===== config.mk =====
export PLATFORM = sky130hd
export DESIGN_NAME = audio_output_pacing_control
export DESIGN_NICKNAME = d
export VERILOG_FILES = /design/src/design/aopc_pkg.sv /design/src/design/aopc_div.sv /design/src/design/aopc_ctrl.sv /design/src/design/aopc_dp.sv /design/src/design/audio_output_pacing_control.sv
export SDC_FILE = /design/constraint.sdc
export NUM_CORES = 1
export LEC_CHECK = 0
export CAP_MARGIN = 5
export CORE_MARGIN = 1
export CORE_UTILIZATION = 39
export DETAILED_ROUTE_END_ITERATION = 6
export DONT_BUFFER_PORTS = 1
export GPL_TIMING_DRIVEN = 1
export HOLD_SLACK_MARGIN = 0.1
export PLACE_DENSITY = 0.51
export SLEW_MARGIN = 20
export SYNTH_ARGS = -nofsm -noshare
export SYNTH_HDL_FRONTEND = slang
export SYNTH_HIERARCHICAL = 1
export SYNTH_SLANG_ARGS = --single-unit

===== constraint.sdc =====
create_clock -name clk -period 14.1 [get_ports clk]
set_input_delay 2.115 -clock clk [delete_from_list [all_inputs] [get_ports clk]]
set_output_delay 2.115 -clock clk [all_outputs]
set_load 0.02 [all_outputs]

===== src/design/aopc_pkg.sv =====
// Shared constants and controller/datapath interface types for the audio pacing block.
package aopc_pkg;

  localparam int BUFFER_DEPTH  = 1536;
  localparam int FILTER_LEAD   = 16;
  localparam int WINDOW_BLOCKS = 15;
  localparam int MAX_REPEATS   = 10;
  localparam int DROP_WINDOWS  = 10;
  localparam int FRAMES_MAX    = 4095;
  localparam int LEAD_OFFSET   = FILTER_LEAD - 8;

  localparam int LEVEL_W  = 11;
  localparam int STEP_W   = 36;
  localparam int BYTES_W  = 18;
  localparam int RINC_W   = 20;
  localparam int FRAMES_W = 12;
  localparam int WRITES_W = 4;
  localparam int POS_W    = 48;
  localparam int RFRAC_W  = 16;
  localparam int CNT4_W   = 4;

  // limit = {level + lead offset, 32 ones}; level + offset stays below 2^11
  localparam int LIM_W      = LEVEL_W + 32;
  localparam int NPOS_W     = LIM_W + 1;
  localparam int DIV_STEPS  = LIM_W;
  localparam int DIV_CNT_W  = $clog2(DIV_STEPS);

  localparam int CFG_IDX_W = 3;
  localparam logic [CFG_IDX_W-1:0] CFG_RESAMPLE_STEP   = 3'd0;
  localparam logic [CFG_IDX_W-1:0] CFG_TARGET_MIN      = 3'd1;
  localparam logic [CFG_IDX_W-1:0] CFG_TARGET_EXTRA    = 3'd2;
  localparam logic [CFG_IDX_W-1:0] CFG_REPEAT_INC      = 3'd3;
  localparam logic [CFG_IDX_W-1:0] CFG_PENDING_MODE    = 3'd4;

  localparam logic [STEP_W-1:0]  RST_RESAMPLE_STEP = 36'd5719494464;
  localparam logic [BYTES_W-1:0] RST_TARGET_MIN    = 18'd19200;
  localparam logic [BYTES_W-1:0] RST_TARGET_EXTRA  = 18'd38400;
  localparam logic [RINC_W-1:0]  RST_REPEAT_INC    = 20'd65536;

  typedef struct packed {
    logic accept;    // item taken from input channel
    logic load;      // compute limit, start divider
    logic div_step;  // one divider iteration
    logic pos;       // frame count and new position
    logic pace;      // level shift, window tracking, load output
  } cmd_t;

  typedef struct packed {
    logic pos_ok;    // position within usable data (valid in load)
    logic out_busy;  // output register holds an item not yet taken
  } sts_t;

endpackage


===== src/design/aopc_div.sv =====
// Restoring serial divider: one quotient bit per iteration, remainder kept.
module aopc_div (
  input  logic                              clk,
  input  logic                              start,
  input  logic                              step_en,
  input  logic [aopc_pkg::LIM_W-1:0]        dvd,
  input  logic [aopc_pkg::STEP_W-1:0]       dvs,
  output logic [aopc_pkg::LIM_W-1:0]        quot,
  output logic [aopc_pkg::STEP_W-1:0]       rem
);

  logic [aopc_pkg::LIM_W-1:0]  dq_r, dq_nxt;
  logic [aopc_pkg::STEP_W-1:0] rem_r, rem_nxt;
  logic [aopc_pkg::STEP_W-1:0] dvs_r;
  logic [aopc_pkg::STEP_W:0]   trial;
  logic [aopc_pkg::STEP_W:0]   diff;
  logic                        qbit;

  always_comb begin
    trial   = {rem_r, dq_r[aopc_pkg::LIM_W-1]};
    diff    = trial - {1'b0, dvs_r};
    qbit    = (trial >= {1'b0, dvs_r});
    rem_nxt = qbit ? diff[aopc_pkg::STEP_W-1:0] : trial[aopc_pkg::STEP_W-1:0];
    dq_nxt  = {dq_r[aopc_pkg::LIM_W-2:0], qbit};
  end

  always_ff @(posedge clk) begin
    if (start) begin
      dq_r  <= dvd;
      rem_r <= '0;
      dvs_r <= dvs;
    end else if (step_en) begin
      dq_r  <= dq_nxt;
      rem_r <= rem_nxt;
    end
  end

  assign quot = dq_r;
  assign rem  = rem_r;

endmodule


===== src/design/aopc_ctrl.sv =====
// Sequencer: accept, load, divide, position update, pacing/output.
module aopc_ctrl (
  input  logic              clk,
  input  logic              rst_n,
  input  logic              in_valid,
  output logic              in_stall,
  input  aopc_pkg::sts_t    sts,
  output aopc_pkg::cmd_t    cmd
);

  typedef enum logic [4:0] {
    S_IDLE = 5'b00001,
    S_LOAD = 5'b00010,
    S_DIV  = 5'b00100,
    S_POS  = 5'b01000,
    S_PACE = 5'b10000
  } state_t;

  state_t                          state_r, state_nxt;
  logic [aopc_pkg::DIV_CNT_W-1:0]  cnt_r, cnt_nxt;

  assign in_stall = (state_r != S_IDLE);

  always_comb begin
    state_nxt    = state_r;
    cnt_nxt      = cnt_r;
    cmd          = '0;
    unique case (state_r)
      S_IDLE: begin
        if (in_valid) begin
          cmd.accept = 1'b1;
          state_nxt  = S_LOAD;
        end
      end
      S_LOAD: begin
        cmd.load  = 1'b1;
        cnt_nxt   = '0;
        state_nxt = sts.pos_ok ? S_DIV : S_POS;
      end
      S_DIV: begin
        cmd.div_step = 1'b1;
        cnt_nxt      = cnt_r + 1'b1;
        if (cnt_r == aopc_pkg::DIV_CNT_W'(aopc_pkg::DIV_STEPS - 1)) state_nxt = S_POS;
      end
      S_POS: begin
        cmd.pos   = 1'b1;
        state_nxt = S_PACE;
      end
      S_PACE: begin
        if (!sts.out_busy) begin
          cmd.pace  = 1'b1;
          state_nxt = S_IDLE;
        end
      end
      default: state_nxt = S_IDLE;
    endcase
  end

  always_ff @(posedge clk) begin
    if (!rst_n) begin
      state_r <= S_IDLE;
      cnt_r   <= '0;
    end else begin
      state_r <= state_nxt;
      cnt_r   <= cnt_nxt;
    end
  end

endmodule


===== src/design/aopc_dp.sv =====
// Datapath: configuration, buffer level, resample position, window tracking, output register.
module aopc_dp (
  input  logic                                  clk,
  input  logic                                  rst_n,
  input  aopc_pkg::cmd_t                        cmd,
  output aopc_pkg::sts_t                        sts,
  input  logic                                  cfg_we,
  input  logic [aopc_pkg::CFG_IDX_W-1:0]        cfg_index,
  input  logic [aopc_pkg::STEP_W-1:0]           cfg_wdata,
  input  logic [aopc_pkg::LEVEL_W-1:0]          in_sample_count,
  input  logic [aopc_pkg::BYTES_W-1:0]          in_sink_level_bytes,
  input  logic                                  in_sink_underflow,
  output logic                                  out_valid,
  input  logic                                  out_stall,
  output logic [aopc_pkg::FRAMES_W-1:0]         out_frames_out,
  output logic [aopc_pkg::WRITES_W-1:0]         out_block_writes,
  output logic                                  out_block_dropped,
  output logic                                  out_underflow_write,
  output logic                                  out_overflow_seen,
  output logic [aopc_pkg::LEVEL_W-1:0]          out_buffer_level
);

  localparam int LW = aopc_pkg::LEVEL_W;
  localparam int BW = aopc_pkg::BYTES_W;
  localparam int FW = aopc_pkg::FRAMES_W;

  // configuration
  logic [aopc_pkg::STEP_W-1:0] step_r;
  logic [BW-1:0]               tmin_r, textra_r;
  logic [aopc_pkg::RINC_W-1:0] rinc_r;
  logic                        mode_r;

  // state
  logic [LW-1:0]                sl_r, sl_nxt;
  logic [aopc_pkg::POS_W-1:0]   pos_r;
  logic [aopc_pkg::CNT4_W-1:0]  wc_r, wc_nxt;
  logic [BW-1:0]                wmin_r, wmin_nxt;
  logic [BW-1:0]                wmax_r, wmax_nxt;
  logic                         wuf_r, wuf_nxt;
  logic [aopc_pkg::CNT4_W-1:0]  ds_r, ds_nxt;
  logic [aopc_pkg::RFRAC_W-1:0] rf_r, rf_nxt;

  // item payload
  logic [BW-1:0]                bytes_r;
  logic                         uf_r;
  logic                         ok_r;
  logic [aopc_pkg::LIM_W-1:0]   limit_r;
  logic [FW-1:0]                frames_r;
  logic [aopc_pkg::NPOS_W-1:0]  npos_r;

  // output register
  logic                         out_valid_r;
  logic [FW-1:0]                o_frames_r;
  logic [aopc_pkg::WRITES_W-1:0] o_writes_r;
  logic                         o_drop_r, o_uw_r, o_over_r;
  logic [LW-1:0]                o_level_r;

  // accept
  logic [LW-1:0] free_space, cnt_clamped;

  always_comb begin
    free_space  = LW'(aopc_pkg::BUFFER_DEPTH) - sl_r;
    cnt_clamped = (in_sample_count > free_space) ? free_space : in_sample_count;
  end

  // load: limit and divider operands
  logic [aopc_pkg::LIM_W-1:0]  limit;
  logic [aopc_pkg::LIM_W-1:0]  dvd;
  logic [aopc_pkg::STEP_W-1:0] step_eff;
  logic                        pos_ok;

  always_comb begin
    limit    = {sl_r + LW'(aopc_pkg::LEAD_OFFSET), 32'hFFFF_FFFF};
    pos_ok   = ({(aopc_pkg::POS_W - aopc_pkg::LIM_W)'(0), limit} >= pos_r);
    dvd      = limit - pos_r[aopc_pkg::LIM_W-1:0];
    step_eff = (step_r == '0) ? aopc_pkg::STEP_W'(1) : step_r;
  end

  logic [aopc_pkg::LIM_W-1:0]  quot;
  logic [aopc_pkg::STEP_W-1:0] rem;

  aopc_div u_div (
    .clk     (clk),
    .start   (cmd.load),
    .step_en (cmd.div_step),
    .dvd     (dvd),
    .dvs     (step_eff),
    .quot    (quot),
    .rem     (rem)
  );

  // pos stage: pos + step*(q+1) equals limit - rem + step
  logic [FW-1:0]               frames_c;
  logic [aopc_pkg::NPOS_W-1:0] npos_c;

  always_comb begin
    if (!ok_r)
      frames_c = '0;
    else if (quot >= aopc_pkg::LIM_W'(aopc_pkg::FRAMES_MAX))
      frames_c = FW'(aopc_pkg::FRAMES_MAX);
    else
      frames_c = quot[FW-1:0] + FW'(1);
    npos_c = {1'b0, limit_r}
           + {(aopc_pkg::NPOS_W - aopc_pkg::STEP_W)'(0), step_eff}
           - {(aopc_pkg::NPOS_W - aopc_pkg::STEP_W)'(0), rem};
  end

  // pace stage
  logic [FW-1:0]               shift_raw, shift_c;
  logic [LW-1:0]               sl_fin;
  logic [aopc_pkg::POS_W-1:0]  pos_fin;
  logic [BW-1:0]               wmin_t, wmax_t;
  logic [BW+1:0]               adj_min, adj_extra;
  logic [BW+2:0]               drop_thr, upper;
  logic [aopc_pkg::CNT4_W-1:0] wc_inc, ds_inc;
  logic                        win_end, try_drop, under, drop, over;
  logic [aopc_pkg::RINC_W:0]   acc;
  logic [4:0]                  n_raw;
  logic [aopc_pkg::WRITES_W-1:0] n_rep, writes;

  always_comb begin
    shift_raw = npos_r[aopc_pkg::NPOS_W-1:32];
    shift_c   = (shift_raw > {1'b0, sl_r}) ? {1'b0, sl_r} : shift_raw;
    sl_fin    = ok_r ? (sl_r - shift_c[LW-1:0]) : sl_r;
    pos_fin   = {(aopc_pkg::POS_W - aopc_pkg::NPOS_W)'(0),
                 npos_r[aopc_pkg::NPOS_W-1:32] - shift_c, npos_r[31:0]};

    wmin_t = (wmin_r > bytes_r) ? bytes_r : wmin_r;
    wmax_t = (wmax_r < bytes_r) ? bytes_r : wmax_r;

    adj_min   = {2'b00, tmin_r};
    adj_extra = {2'b00, textra_r};
    if (mode_r) begin
      adj_min   = adj_min   + {6'b0, frames_r, 2'b00};
      adj_extra = adj_extra + {6'b0, frames_r, 2'b00};
    end
    drop_thr = {1'b0, adj_min} + {6'b0, frames_r, 3'b000};
    upper    = {1'b0, adj_min} + {1'b0, adj_extra};

    wc_inc   = wc_r + 1'b1;
    ds_inc   = ds_r + 1'b1;
    win_end  = (wc_inc >= aopc_pkg::CNT4_W'(aopc_pkg::WINDOW_BLOCKS));
    try_drop = !wuf_r && ({3'b000, wmin_t} > drop_thr);

    wc_nxt   = wc_inc;
    wmin_nxt = wmin_t;
    wmax_nxt = wmax_t;
    wuf_nxt  = wuf_r;
    ds_nxt   = ds_r;
    rf_nxt   = rf_r;
    drop     = 1'b0;
    over     = 1'b0;
    writes   = '0;

    if (win_end) begin
      wc_nxt = '0;
      if (try_drop) begin
        if (ds_inc >= aopc_pkg::CNT4_W'(aopc_pkg::DROP_WINDOWS)) begin
          ds_nxt = '0;
          drop   = 1'b1;
        end else begin
          ds_nxt = ds_inc;
        end
      end else begin
        ds_nxt = '0;
      end
      wmin_nxt = '1;
      wmax_nxt = '0;
      wuf_nxt  = 1'b0;
    end

    under = ({2'b00, bytes_r} < adj_min) || uf_r;
    if (under) begin
      wuf_nxt = 1'b1;
      writes  = aopc_pkg::WRITES_W'(1);
      ds_nxt  = '0;
      drop    = 1'b0;
    end

    acc   = {5'b0, rf_r} + {1'b0, rinc_r};
    n_raw = acc[aopc_pkg::RINC_W:16];
    n_rep = (n_raw > 5'(aopc_pkg::MAX_REPEATS)) ? aopc_pkg::WRITES_W'(aopc_pkg::MAX_REPEATS)
                                                : n_raw[aopc_pkg::WRITES_W-1:0];
    if (!drop) begin
      if ({3'b000, bytes_r} < upper) begin
        rf_nxt = acc[15:0];
        writes = writes + n_rep;
      end else begin
        over = 1'b1;
      end
    end
  end

  always_comb begin
    sl_nxt = sl_r;
    if (cmd.accept)
      sl_nxt = sl_r + cnt_clamped;
    else if (cmd.pace)
      sl_nxt = sl_fin;
  end

  assign sts.pos_ok   = pos_ok;
  assign sts.out_busy = out_valid_r && out_stall;

  // configuration and control state
  always_ff @(posedge clk) begin
    if (!rst_n) begin
      step_r   <= aopc_pkg::RST_RESAMPLE_STEP;
      tmin_r   <= aopc_pkg::RST_TARGET_MIN;
      textra_r <= aopc_pkg::RST_TARGET_EXTRA;
      rinc_r   <= aopc_pkg::RST_REPEAT_INC;
      mode_r   <= 1'b0;
    end else if (cfg_we) begin
      unique case (cfg_index)
        aopc_pkg::CFG_RESAMPLE_STEP: step_r   <= cfg_wdata;
        aopc_pkg::CFG_TARGET_MIN:    tmin_r   <= cfg_wdata[BW-1:0];
        aopc_pkg::CFG_TARGET_EXTRA:  textra_r <= cfg_wdata[BW-1:0];
        aopc_pkg::CFG_REPEAT_INC:    rinc_r   <= cfg_wdata[aopc_pkg::RINC_W-1:0];
        aopc_pkg::CFG_PENDING_MODE:  mode_r   <= cfg_wdata[0];
        default: ;
      endcase
    end
  end

  always_ff @(posedge clk) begin
    if (!rst_n) begin
      sl_r        <= '0;
      pos_r       <= '0;
      wc_r        <= '0;
      wmin_r      <= '1;
      wmax_r      <= '0;
      wuf_r       <= 1'b0;
      ds_r        <= '0;
      rf_r        <= '0;
      out_valid_r <= 1'b0;
    end else begin
      sl_r <= sl_nxt;
      if (cmd.pace) begin
        if (ok_r) pos_r <= pos_fin;
        wc_r   <= wc_nxt;
        wmin_r <= wmin_nxt;
        wmax_r <= wmax_nxt;
        wuf_r  <= wuf_nxt;
        ds_r   <= ds_nxt;
        rf_r   <= rf_nxt;
      end
      if (cmd.pace)
        out_valid_r <= 1'b1;
      else if (out_valid_r && !out_stall)
        out_valid_r <= 1'b0;
    end
  end

  always_ff @(posedge clk) begin
    if (cmd.accept) begin
      bytes_r <= in_sink_level_bytes;
      uf_r    <= in_sink_underflow;
    end
    if (cmd.load) begin
      ok_r    <= pos_ok;
      limit_r <= limit;
    end
    if (cmd.pos) begin
      frames_r <= frames_c;
      npos_r   <= npos_c;
    end
    if (cmd.pace) begin
      o_frames_r <= frames_r;
      o_writes_r <= writes;
      o_drop_r   <= drop;
      o_uw_r     <= under;
      o_over_r   <= over;
      o_level_r  <= sl_fin;
    end
  end

  assign out_valid           = out_valid_r;
  assign out_frames_out      = o_frames_r;
  assign out_block_writes    = o_writes_r;
  assign out_block_dropped   = o_drop_r;
  assign out_underflow_write = o_uw_r;
  assign out_overflow_seen   = o_over_r;
  assign out_buffer_level    = o_level_r;

`ifndef SYNTHESIS
  a_level_bound: assert property (@(posedge clk) disable iff (!rst_n)
    sl_r <= LW'(aopc_pkg::BUFFER_DEPTH))
    else $error("source level beyond buffer depth");

  a_window_bound: assert property (@(posedge clk) disable iff (!rst_n)
    wc_r < aopc_pkg::CNT4_W'(aopc_pkg::WINDOW_BLOCKS) &&
    ds_r < aopc_pkg::CNT4_W'(aopc_pkg::DROP_WINDOWS))
    else $error("window or drop counter out of range");

  a_no_overwrite: assert property (@(posedge clk) disable iff (!rst_n)
    cmd.pace |-> !(out_valid_r && out_stall))
    else $error("output register overwritten while stalled");

  a_pace_shows: assert property (@(posedge clk) disable iff (!rst_n)
    cmd.pace |=> out_valid_r)
    else $error("paced item not presented");

  a_drop_flags: assert property (@(posedge clk) disable iff (!rst_n)
    out_valid_r |-> !(o_drop_r && (o_uw_r || o_over_r)) &&
                    o_writes_r <= aopc_pkg::WRITES_W'(aopc_pkg::MAX_REPEATS + 1))
    else $error("inconsistent result flags");
`endif

endmodule


===== src/design/audio_output_pacing_control.sv =====
// Audio output pacing control: top level joining sequencer and datapath.
// Usage:
//   Input channel (in_valid/in_stall): one item per audio block with the new
//   sample count, the sink's measured fill in bytes and its underflow flag.
//   Result channel (out_valid/out_stall): one item per input item with the
//   resampled frame count, write count, drop/underflow/overflow flags and the
//   source level left after the consumed samples are shifted out.
//   Configuration (cfg_we/cfg_index/cfg_wdata): write only while idle.
// Timing: an item runs load, a 43-step serial divide (one quotient bit per
//   cycle), a position step and a pacing step; the next item is accepted
//   only after the pacing step, result valid after the last of them. When the
//   position lies past the data the divide is skipped.
// Stall: a finished result waits in the output register; the next item is
//   taken meanwhile and its pacing step holds until the register is free.
// Reset (rst_n low, synchronous): registers take their default values, the
//   buffer is empty, position zero, window minimum all ones, no result valid.
module audio_output_pacing_control (
  input  logic                              clk,
  input  logic                              rst_n,
  input  logic                              in_valid,
  output logic                              in_stall,
  input  logic [aopc_pkg::LEVEL_W-1:0]      in_sample_count,
  input  logic [aopc_pkg::BYTES_W-1:0]      in_sink_level_bytes,
  input  logic                              in_sink_underflow,
  output logic                              out_valid,
  input  logic                              out_stall,
  output logic [aopc_pkg::FRAMES_W-1:0]     out_frames_out,
  output logic [aopc_pkg::WRITES_W-1:0]     out_block_writes,
  output logic                              out_block_dropped,
  output logic                              out_underflow_write,
  output logic                              out_overflow_seen,
  output logic [aopc_pkg::LEVEL_W-1:0]      out_buffer_level,
  input  logic                              cfg_we,
  input  logic [aopc_pkg::CFG_IDX_W-1:0]    cfg_index,
  input  logic [aopc_pkg::STEP_W-1:0]       cfg_wdata
);

  aopc_pkg::cmd_t cmd;
  aopc_pkg::sts_t sts;

  aopc_ctrl u_ctrl (
    .clk      (clk),
    .rst_n    (rst_n),
    .in_valid (in_valid),
    .in_stall (in_stall),
    .sts      (sts),
    .cmd      (cmd)
  );

  aopc_dp u_dp (
    .clk                 (clk),
    .rst_n               (rst_n),
    .cmd                 (cmd),
    .sts                 (sts),
    .cfg_we              (cfg_we),
    .cfg_index           (cfg_index),
    .cfg_wdata           (cfg_wdata),
    .in_sample_count     (in_sample_count),
    .in_sink_level_bytes (in_sink_level_bytes),
    .in_sink_underflow   (in_sink_underflow),
    .out_valid           (out_valid),
    .out_stall           (out_stall),
    .out_frames_out      (out_frames_out),
    .out_block_writes    (out_block_writes),
    .out_block_dropped   (out_block_dropped),
    .out_underflow_write (out_underflow_write),
    .out_overflow_seen   (out_overflow_seen),
    .out_buffer_level    (out_buffer_level)
  );

endmodule

==> summary.txt, run 1 <==
pin count of the biggest net entering global routing = 76
Worst-Margin Slew = 0.940 ns
Synth Net Count = 3880
share of synthesized area occupied by flip-flops and latches = 0.350
count of fill cells added during filler insertion = 7593
Arrival @ worst endpoint = 7.67 ns
critical path class = flop to flop
highest cell delay on the worst timing path = 0.77 ns
Max stage delay cell, worst path = or2_1
Buffers on Ports = 0
setup repair after global routing missed its margin = false
CTS root buf = clkbuf_16
Die Width = 282 microns
max-slew violation count = 0
post-CTS setup-driven buffer insertion count = 0
clock tree from TritonCTS = yes
Syn-to-layout area delta = 8.65%
beginning of the worst hold path = u_dp/pos_r[36]
uppermost routed layer = met5
total leakage power = 0.0135 uW
largest fanout of any net on the critical path = 16
Die Area = 79300 sq um
Nets = 3797
most common library cells after synthesis = nand2_1 (445), ha_1 (369), a21oi_1 (288)
number of H-tree levels = 2
number of cell rows = 102
async set-reset flop share out of synthesis = 0
timing startpoint of the critical path = u_dp/frames_r[0]
antenna violations before repair = 3
Yosys warning total = 6
via count of the first global-routing pass = 23800
Pre-antenna DRT Iters = 5
number of clock sinks = 435
DRC violations left = 0
Final Critical Period = 7.16 ns
most used flip-flop cell after synthesis = dfxtp_1
area of the placeable core = 77500 sq um
synth unique cells = 102
Hold Crit Class = flop to flop
DRT Wirelength = 87100 microns
depth of the critical timing path with buffers and inverters included = 27
remaining antenna violation count after routing = 0
synthesized cell area = 30500 sq um
number of cell instances on the worst register-to-register path = 27
All-Layer GR Usage = 0.218
Critical path buffers and inverters = 0
maximum clock rate = 140 MHz
library cell appearing most often on the critical path = a21o_1
proportion of layout cells with a drive suffix above 1 = 0.0691
final hold violation count = 0
normalized max-slew margin = 0.373
Worst Hold Path Cells = 2
Final GP Congestion = 0.913
most instantiated library cell after synthesis = nand2_1
count of flip-flops with a built-in enable after synthesis = 196
hold-fix buffers at CTS = 0
grt ovf = 0
worst clock skew = 0.0337 ns
Starting DRT DRC Count = 1590
wire length on met2 = 39500 microns
diodes inserted = 0
origin of the critical flop-to-flop path = u_dp/frames_r[0]
post-detailed-placement half-perimeter wirelength = 65900 microns
CP top delay family = compound AO/OA/AOI/OAI gates
Final setup viols = 0
Final Total Pwr = 4490 uW
first-pass GRT wire length = 135000 microns
wire length on met3 = 3850 microns
gate count after technology mapping = 3422
met1 layer wirelength in the final routing = 41300 microns
clock tree buffer depth = 3
endpoint class of the critical path = flop
Wirelength per Cell = 19.7 microns
run status = finished, final reports clean
Worst-path clk slew = 0.07 ns
Die Span Y = 282 microns
number of cells upsized or downsized after cts = 0
number of buffers inserted during clock tree synthesis = 53
Worst Setup Start Kind = flop
Yosys reg bits = 435
starting density of the core = 0.394
Fin Setup TNS = 0 ns
max_cap viols = 0
worst endpoint required time = 14.61 ns
final critical-path share of the clock period = 0.508
VDD IR max = 0.0871 mV
average via count per standard cell = 5.48
cell taking the most area after synthesis = edfxtp_1
worst skew pair latency = 0.62 ns
fraction of post-synthesis cell area in the top cell type by area = 0.193
IO Pins = 106
Mapped Avg Cell Area = 8.91 sq um
top cells by area, synth = edfxtp_1 (19%), dfxtp_1 (16%), ha_1 (15%)
via count = 24200
total power divided by cell area = 136 nW/um^2
registers in the layout, indices dropped and copies added (netlist names), 12 cells and up:
signal / cells
u_dp/bytes_r: 18
u_dp/frames_r: 12
u_dp/npos_r: 44
u_dp/out_frames_out: 12
u_dp/pos_r: 44
u_dp/rf_r: 16
u_dp/rinc_r: 20
u_dp/step_r: 36
u_dp/textra_r: 18
u_dp/tmin_r: 18
u_dp/u_div/dvs_r: 36
u_dp/u_div/quot: 43
u_dp/u_div/rem: 36
u_dp/wmin_r: 18
worst paths after layout:
kind	endpoint	slack [ns]
min	u_dp/pos_r[36]	0.46
max reg2reg	u_dp/rf_r[11]	6.94
max	u_dp/rf_r[11]	6.94
min reg2reg	u_dp/pos_r[36]	0.46
layout make-up:
type                       count  area (sq um)  area share
timing repair buffer          20           150     0.00453
tap                         1040          1300      0.0393
multi-input combinational   2547         18100       0.546
clock inverter                27           322     0.00970
clock buffer                  73          1550      0.0467
inverter                     282          1060      0.0320
sequential                   435         10700       0.322
power by group:
| part | internal, uW | total (uW) | switching [uW] | leakage [uW] |
|---|---|---|---|---|
| clock network | 893 | 1460 | 570 | 0.000909 |
| logic | 666 | 1550 | 884 | 0.00886 |
| registers | 1400 | 1480 | 77.7 | 0.00369 |
cells by family (layout without fill, tap and decap cells):
family                     count (synthesis)  after routing  synth area share
and+or+nand+nor                         1005           1005             0.153
muxes                                    119            119            0.0419
buffers and inverters                    440            402            0.0577
DFF                                      435            435             0.350
AOI/OAI and AO/OA                        859            859             0.185
xor gates and xnor gates                 179            179            0.0517
adders and majority gates                385            385             0.162
placed cells by master (no fill, tap or decap), drive strengths merged, types with 18 or more instances in the layout:
master | Yosys | routed
a211oi | 62 | 62
a21boi | 20 | 20
a21o | 83 | 83
a21oi | 297 | 297
a31oi | 29 | 29
and2 | 28 | 28
and3 | 20 | 20
buf | 31 | 20
clkbuf | 127 | 73
dfxtp | 239 | 239
edfxtp | 196 | 196
ha | 369 | 369
inv | 281 | 284
mux2 | 70 | 70
mux2i | 49 | 49
nand2 | 445 | 445
nand2b | 32 | 32
nand3 | 80 | 80
nand4 | 45 | 45
nor2 | 184 | 184
nor2b | 27 | 27
nor3 | 46 | 46
nor4 | 31 | 31
o211ai | 43 | 43
o21a | 21 | 21
o21ai | 153 | 153
o21bai | 20 | 20
or3 | 18 | 18
xnor2 | 112 | 112
xor2 | 67 | 67
per-layer routing:
metal | track usage | vias up
met5 | 0 | -
met4 | 0.0631 | 6
met3 | 0.0326 | 116
met2 | 0.358 | 488
met1 | 0.294 | 11500
li1 | - | 12100
worst reg2reg max path: cells and delay by family, from the launching register on:
family	cells	cell delay [ns]
AO/OA/AOI/OAI	13	2.57
XOR/XNOR	1	0.17
adder cells (fa/ha/maj)	4	1.35
flip-flops	1	0.45
multiplexers	1	0.39
AND/OR/NAND/NOR	8	2.13
metrics by stage:
step	std cells	cell area [sq um]	utilization	setup WS (ns)	hold slack, ns
finish	4424	33100	0.428	6.94	0.458
global route	4424	33100	0.428	6.59	0.478
CTS	4424	33100	0.428	6.98	0.461
detailed placement	4324	31300	0.404	7.03	0.452
global placement	4324	31300	0.404	7.13	0.440
floorplan	3422	30500	-	8.25	0.432
No activity file was read; power rests on OpenSTA's default activity.
==> run 2: changes to the inputs <==
==> constraint.sdc (replaced) <==
create_clock -name clk -period 7 [get_ports clk]
set_input_delay 1.05 -clock clk [delete_from_list [all_inputs] [get_ports clk]]
set_output_delay 1.05 -clock clk [all_outputs]
set_load 0.02 [all_outputs]
==> run 2 against run 1 <==
- worst hold slack better by 0.0042 ns
- maximum frequency increased by 9.0%
- power increased by 98%
- final area is 0.21% lower
- sequential share of layout area increased by 0.068 points
- sequential cell count unchanged
- final cell count barely moved
- critical endpoint is now u_dp/rf_r[7]
==> summary.txt, run 2 (same netlist as run 1, synthesis figures left out) <==
grt ovf = 0
Wirelength per Cell = 19.4 microns
critical path class = flop to flop
Worst-path clk slew = 0.06 ns
DRT Wirelength = 86000 microns
Pre-antenna DRT Iters = 5
leading cell type in the layout, fill and taps excluded = nand2_1
area of the placeable core = 77500 sq um
final critical-path share of the clock period = 0.938
Nets = 3800
maximum clock rate = 152 MHz
Worst-Margin Slew = 0.936 ns
Final GP Congestion = 0.896
largest fanout of any net on the critical path = 8
average via count per standard cell = 5.49
VDD IR max = 0.185 mV
run status = finished, final reports clean
worst skew pair latency = 0.63 ns
PnR worst setup slack = 0.434 ns
most frequent cells in the layout = nand2_1 (445), ha_1 (369), a21oi_1 (288)
Final Non-Filler Cells = 4426
post-detailed-placement half-perimeter wirelength = 65200 microns
CTS root buf = clkbuf_16
starting density of the core = 0.394
Fin Setup TNS = 0 ns
number of buffers inserted during clock tree synthesis = 52
IO Pins = 106
Die Span Y = 282 microns
first-pass GRT wire length = 134000 microns
All-Layer GR Usage = 0.214
clock tree buffer depth = 3
Final setup viols = 0
Die Width = 282 microns
total power divided by cell area = 269 nW/um^2
beginning of the worst hold path = u_dp/pos_r[38]
DRC violations left = 0
area of the multi-input gates = 18100 sq um
max-slew violation count = 0
count of fill cells added during filler insertion = 7673
worst clock skew = 0.0211 ns
Worst Setup Start Kind = flop
Die Area = 79300 sq um
utilization after layout = 0.427
via count of the first global-routing pass = 23800
normalized max-slew margin = 0.376
number of cells upsized or downsized after cts = 0
setup repair after global routing missed its margin = false
diodes inserted = 0
post-CTS setup-driven buffer insertion count = 0
total leakage power = 0.0134 uW
sequential standard cell area = 10700 sq um
Syn-to-layout area delta = 8.42%
timing startpoint of the critical path = u_dp/frames_r[0]
origin of the critical flop-to-flop path = u_dp/frames_r[0]
max_cap viols = 0
antenna violations before repair = 3
clock tree from TritonCTS = yes
endpoint class of the critical path = flop
hold-fix buffers at CTS = 0
Starting DRT DRC Count = 1647
Arrival @ worst endpoint = 7.09 ns
remaining antenna violation count after routing = 0
worst endpoint required time = 7.52 ns
Hold Crit Class = flop to flop
cell count after placement = 4328
proportion of layout cells with a drive suffix above 1 = 0.0697
via count = 24300
worst slack at placement = 0.513 ns
Final Critical Period = 6.57 ns
number of H-tree levels = 2
final hold violation count = 0
number of clock sinks = 435
number of cell rows = 102
pin count of the biggest net entering global routing = 120
Buffers on Ports = 0
-- run 2: critical path, cell delays in order (launching register included) --
cell and delay, ns:
edfxtp_1 0.46, ha_1 0.25, fa_1 0.40, a21o_1 0.18, a21o_1 0.20, a21o_1 0.18, a21o_1 0.20, a211oi_1 0.24
nor2_1 0.12, a41oi_1 0.38, a211oi_1 0.15, xor2_1 0.17, ha_1 0.37, nand2_1 0.12, nor3_1 0.19, nand3_1 0.12
a31oi_1 0.26, nand2b_1 0.17, ha_1 0.27, a21oi_1 0.21, nand2_1 0.08, nor4_1 0.41, a2111o_1 0.23, o41a_1 0.22
o211ai_4 0.17, or2_1 0.29, buf_4 0.20, a211oi_1 0.23
-- run 2: metrics by stage --
| step | hold WS, ns | total power, uW | instance area (sq um) |
|---|---|---|---|
| after detailed placement | 0.448 | 6120 | 31300 |
| after CTS | 0.460 | 8990 | 33100 |
| final | 0.462 | 8910 | 33100 |
| after floorplan | 0.432 | 5420 | 30500 |
| after global placement | 0.448 | 6080 | 31300 |
| after global routing | 0.469 | 9470 | 33100 |
-- run 2: path summary, 6_finish.rpt --
path               endpoint  slack (ns)  cells past startpoint
max reg2reg    u_dp/rf_r[7]        0.43                     27
max            u_dp/rf_r[7]        0.43                     27
min          u_dp/pos_r[38]        0.46                      2
min reg2reg  u_dp/pos_r[38]        0.46                      2
-- run 2: metal layers --
layer  up-vias  global-route usage  share of wire
li1      12100                   -              -
met3       122              0.0295          0.042
met5         -                   0        0.00056
met2       474               0.355           0.45
met4         6              0.0566          0.025
met1     11600               0.291           0.48
-- run 2: cell type report --
class,count,area share
well taps,1040,0.0394
multi-input cells,2547,0.547
inverters,282,0.0321
repair buffers,24,0.00583
clock inverters,22,0.00764
clock buffers,76,0.0454
flip-flops and latches,435,0.323
-- run 2: where the power goes --
part	internal [uW]	switching, uW	total, uW
logic	1350	1780	3130
clock network	1640	1170	2810
registers	2820	143	2970
total	5820	3090	8910
